--- src/rtl/rkq_pkg.sv ---
// Shared constants, codes and types of the range k-th smallest query block.
`default_nettype none

package rkq_pkg;

    localparam int DEFAULT_MAX_ELEMENTS = 1024;
    localparam int DEFAULT_VALUE_BITS   = 32;

    // Fixed widths of the request and result fields.
    localparam int FIELD_VALUE_BITS = 32;
    localparam int POSITION_BITS    = 10;
    localparam int RANK_BITS        = 11;
    localparam int COUNT_BITS       = 11;

    // Width of the value slice that one compare cell handles.
    localparam int SLICE_BITS = 8;

    localparam logic CMD_LOAD  = 1'b0;
    localparam logic CMD_QUERY = 1'b1;

    typedef enum logic [2:0] {
        ST_IDLE,
        ST_PROBE,
        ST_SCAN,
        ST_DRAIN,
        ST_DECIDE,
        ST_EMIT
    } rkq_state_t;

    // Compare status handed from one cell to the next.
    typedef struct packed {
        logic valid;
        logic lt;
        logic eq;
    } rkq_link_t;

endpackage

`default_nettype wire

--- src/rtl/rkq_cell.sv ---
// One compare cell: weighs one slice of an element against its slice of the probe.
`default_nettype none

module rkq_cell #(
    parameter int WORD_BITS  = 32,
    parameter int SLICE_LSB  = 0
) (
    input  wire logic                              clk,
    input  wire logic                              rst_n,
    input  wire logic                              load,
    input  wire logic [rkq_pkg::SLICE_BITS-1:0]    probe_slice,
    input  wire rkq_pkg::rkq_link_t                link_in,
    input  wire logic [WORD_BITS-1:0]              elem_in,
    output rkq_pkg::rkq_link_t                     link_out,
    output logic      [WORD_BITS-1:0]              elem_out
);

    logic [rkq_pkg::SLICE_BITS-1:0] probe_reg;
    logic [rkq_pkg::SLICE_BITS-1:0] elem_slice;
    rkq_pkg::rkq_link_t             link_reg;
    rkq_pkg::rkq_link_t             link_next;
    logic [WORD_BITS-1:0]           elem_reg;

    assign elem_slice = elem_in[SLICE_LSB +: rkq_pkg::SLICE_BITS];

    // The verdict is settled by the most significant slice that differs.
    always_comb
    begin
        link_next.valid = link_in.valid;
        link_next.lt    = link_in.lt | (link_in.eq & (elem_slice < probe_reg));
        link_next.eq    = link_in.eq & (elem_slice == probe_reg);
    end

    always_ff @(posedge clk or negedge rst_n)
    begin
        if (!rst_n)
        begin
            link_reg <= '0;
        end
        else
        begin
            link_reg <= link_next;
        end
    end

    always_ff @(posedge clk)
    begin
        elem_reg <= elem_in;
        if (load)
        begin
            probe_reg <= probe_slice;
        end
    end

    assign link_out = link_reg;
    assign elem_out = elem_reg;

endmodule

`default_nettype wire

--- config.mk ---
export PLATFORM = sky130hd
export DESIGN_NAME = rkq_cell
export DESIGN_NICKNAME = d
export VERILOG_FILES = /design/src/rtl/rkq_pkg.sv /design/src/rtl/rkq_cell.sv
export SDC_FILE = /design/constraint.sdc
export NUM_CORES = 1
export LEC_CHECK = 0
export BUFFER_PORTS_ARGS = -buffer_cell sky130_fd_sc_hd__buf_2
export CORE_ASPECT_RATIO = 1.4
export CORE_MARGIN = 2
export CORE_UTILIZATION = 42
export CTS_CLUSTER_DIAMETER = 80
export CTS_CLUSTER_SIZE = 24
export DETAILED_ROUTE_END_ITERATION = 7
export GPL_ROUTABILITY_DRIVEN = 0
export HOLD_SLACK_MARGIN = 0.05
export PLACE_DENSITY_LB_ADDON = 0.3
export SETUP_SLACK_MARGIN = 0.1
export SKIP_LAST_GASP = 1
export SLEW_MARGIN = 15
export SYNTH_ARGS = -nofsm -noshare
export SYNTH_HDL_FRONTEND = slang
export SYNTH_SLANG_ARGS = --single-unit
--- constraint.sdc ---
create_clock -name clk -period 2.3 [get_ports clk]
set_input_delay 0.115 -clock clk [delete_from_list [all_inputs] [get_ports clk]]
set_output_delay 0.115 -clock clk [all_outputs]
set_load 0.05 [all_outputs]
## Word-level counts from Yosys, hierarchy flattened

Index checks and enable logic that the tools add are counted.
Widths: inputs -> output; s select.

- Input bits: 46
- Bits in registers: 43
- Output and inout port bits: 35

- Magnitude comparators: 1
- Eq/ne operators: 1
- Bitwise gates (word level): 3

Operators with widths:

| kind | count |
|---|---|
| $eq 8x8->1 | 1 |
| $lt 8x8->1 | 1 |
| $and 1x1->1 | 2 |
| $or 1x1->1 | 1 |

## Depth between registers and ports, before layout

- Word-level depth: 3
- Mapped depth: 6
- Depth with buffers taken out: 6

## Worst setup path after synthesis

No wires, ideal clock.

- Kind: register to register
- Start point: reg probe_reg[1] (netlist name)
- End point: reg link_reg (netlist bit link_out[1])
- Period minus slack after synthesis: 1.136 ns
- Data arrival time: 1.012 ns
- Setup time: 0.124 ns
- Setup slack: 1.164 ns
- Required time: 2.176 ns
- Stages on the path, launching flop included: 7
- Cells stage by stage: edfxtp_1 inv_1 ha_1 nor2b_1 o211ai_2 a21oi_2 o21bai_2

RTL lines:

| what | line | text |
|---|---|---|
| from (decl) | rkq_cell.sv:18 | `logic [rkq_pkg::SLICE_BITS-1:0] probe_reg;` |
| from (signal assigned) | rkq_cell.sv:51 | `probe_reg <= probe_slice;` |
| to (signal assigned) | rkq_cell.sv:42 | `link_reg <= link_next;` |
| to (decl) | rkq_cell.sv:20 | `rkq_pkg::rkq_link_t link_reg;` |

==> impl_metrics.json <==
{
  "vias_per_cell": 4.28,
  "rsz0062_at_grt": "false",
  "seq_area_um2": 956,
  "ys_seq_area_share_pct": 81.3,
  "multi_input_area_um2": 183,
  "slowest_delay_ns": 0.55,
  "syn_inst": 73,
  "tritoncts": "yes",
  "routed_wirelength_um": 3140,
  "design.portCount": 81,
  "crit_slowest_cell": "dlygate4sd3_1",
  "path_cells": "dlygate4sd3_1 > dlygate4sd3_1 > buf_2 > dlygate4sd3_1",
  "area.growth.synth_to_final_pct": 85.6,
  "fin_crit_ns": 1.30,
  "yosysUniqueCellTypes": 14,
  "slew_viol_final": 0,
  "numCtsBuffers": 5,
  "postCtsSetupBuffers": 0,
  "power.density_mw_per_mm2": 771,
  "syn-num-nets": 127,
  "cts-root-buf": "clkbuf_4",
  "startpoint_type": "input pin",
  "cp_common_cell": "dlygate4sd3_1",
  "postSynthAreaPerCell_um2": 16.1,
  "grt_pass1_wl_um": 5010,
  "detail_route.drc_violations": 0,
  "crit_type": "input pin to asynchronous set/reset pin",
  "yosysWarningCount": 0,
  "std_cell_rows": 22,
  "hold_violations": 0,
  "diodes": 0,
  "critPathBufInv": 4,
  "insertion_delay_ns": 0.34,
  "die_w_um": 48.7,
  "fmax_mhz": 767,
  "setup_viol": 0,
  "vias": 1040,
  "overflow": 0,
  "port_buffers": 80,
  "grt_max_degree": 14,
  "status": "complete, no violations",
  "final_cell_area_mm2": 0.00218,
  "clk_path_buf_depth": 2,
  "synth-seq-cells": 43,
  "cts_resized": 0,
  "hpwlAfterDp_um": 1690,
  "p_leak_nw": 1.08,
  "clock_sinks": 43,
  "grt_pass1_vias": 1156,
  "cp.required_ns": 2.88,
  "most-common-layout-cells": "buf_2, dlygate4sd3_1, dfxtp_1",
  "hold_ws_ns": 0.104,
  "synth.area.top_cells": "dfxtp_1, edfxtp_1, ha_1",
  "post_drt_wl_per_cell_um": 12.9,
  "max_cap_violations": 0,
  "worstPathMaxFanout": 3,
  "htree_levels": 2,
  "core_mm2": 0.00264,
  "detail-route-antenna-nets": 0,
  "largest_register_ffs": 32,
  "fin_crit_sh_pct": 56.7,
  "yosysTopAreaCellShare_pct": 54.5,
  "die_h_um": 66.6,
  "num-fill-cells": 157,
  "yosys.area.top_type": "dfxtp_1",
  "hp-class": "input pin to flop",
  "drtIter0Drc": 12,
  "antenna_found_initial": 0,
  "final_common_cell": "buf_2",
  "cts_hold_buf": 46,
  "placed_cell_area_mm2": 0.00162,
  "final_nets": 260,
  "ir_drop_v": 0.000710,
  "drive_gt1_share_pct": 43.5,
  "endpoint_kind": "asynchronous set/reset pin",
  "drtPass1Iterations": 4,
  "die_area_mm2": 0.00325,
  "netlist_area_mm2": 0.00118,
  "track_usage_pct": 21.7,
  "clk_pin_slew_ns": 0.12,
  "maxSlewHeadroom_pct": 82.5,
  "start_util_pct": 44.5,
  "crit_family": "buffers and inverters",
  "worstPathArrival_ns": 1.88,
  "tightest_slew_ns": 0.265,
  "skew_ns": 0.00597,
  "tns_ns": 0
}
==> cells in the mapped netlist (all sizes together) <==
library cell / instances
a21oi: 3
dfrtp: 3
dfxtp: 32
edfxtp: 8
ha: 8
inv: 10
nand2: 2
nand4: 2
nor2b: 1
nor3: 1
o2111ai: 1
o211ai: 1
o21bai: 1
==> final cells by class <==
class / instances / area share, %
Clock buffer: 6 / 1.89
Inverter: 10 / 1.72
Timing Repair Buffer: 126 / 39.4
Sequential cell: 43 / 43.8
Multi-Input combinational cell: 20 / 8.37
Clock inverter: 2 / 2.75
Tap cell: 36 / 2.06
==> logic make-up (layout without fill, tap and decap cells) <==
| family | Yosys count | count (layout) | share of synthesized area [%] |
|---|---|---|---|
| AO/OA/AOI/OAI | 6 | 6 | 4.36 |
| AND/OR/NAND/NOR | 6 | 6 | 2.66 |
| flip-flops | 43 | 43 | 81.3 |
| buffers and inverters | 10 | 144 | 3.19 |
| adder cells (fa/ha/maj) | 8 | 8 | 8.51 |
==> metrics by stage <==
stage	total power, mW	std cells	setup slack (ns)	utilization (%)
2_1_floorplan	0.990	73	1.16	-
3_3_place_gp	1.06	189	1.14	61.4
3_5_place_dp	1.07	189	1.08	61.4
4_1_cts	1.69	243	1.02	82.6
5_1_grt	1.76	243	0.962	82.6
6_report	1.68	243	0.997	82.6
==> routing by layer <==
metal / part of all wire (%) / track usage (%)
met5: 0 / 0
met3: 9.5 / 8.52
met2: 57 / 43.5
met1: 31 / 17.6
met4: 2.5 / 11.8
==> report_power, final <==
group	switching, mW	internal, mW
combinational	0.178	0.118
clock	0.224	0.339
sequential	0.0114	0.812
==> worst paths after layout <==
| path | start | to | slack (ns) | cells past startpoint |
|---|---|---|---|---|
| setup / recovery | rst_n | link_out[0]$_DFF_PN0_ | 1.0 | 4 |
| hold / removal | load | probe_reg[0]$_DFFE_PP_ | 0.10 | 1 |
| setup reg to reg | probe_reg[1]$_DFFE_PP_ | link_out[1]$_DFF_PN0_ | 1.06 | 6 |
| hold reg to reg | probe_reg[0]$_DFFE_PP_ | link_out[0]$_DFF_PN0_ | 0.68 | 3 |
| max in group clk | elem_in[1] | link_out[1]$_DFF_PN0_ | 1.02 | 7 |
| min in group asynchronous | rst_n | link_out[2]$_DFF_PN0_ | 0.65 | 3 |
Note: power is estimated with default switching activity, not from simulation.
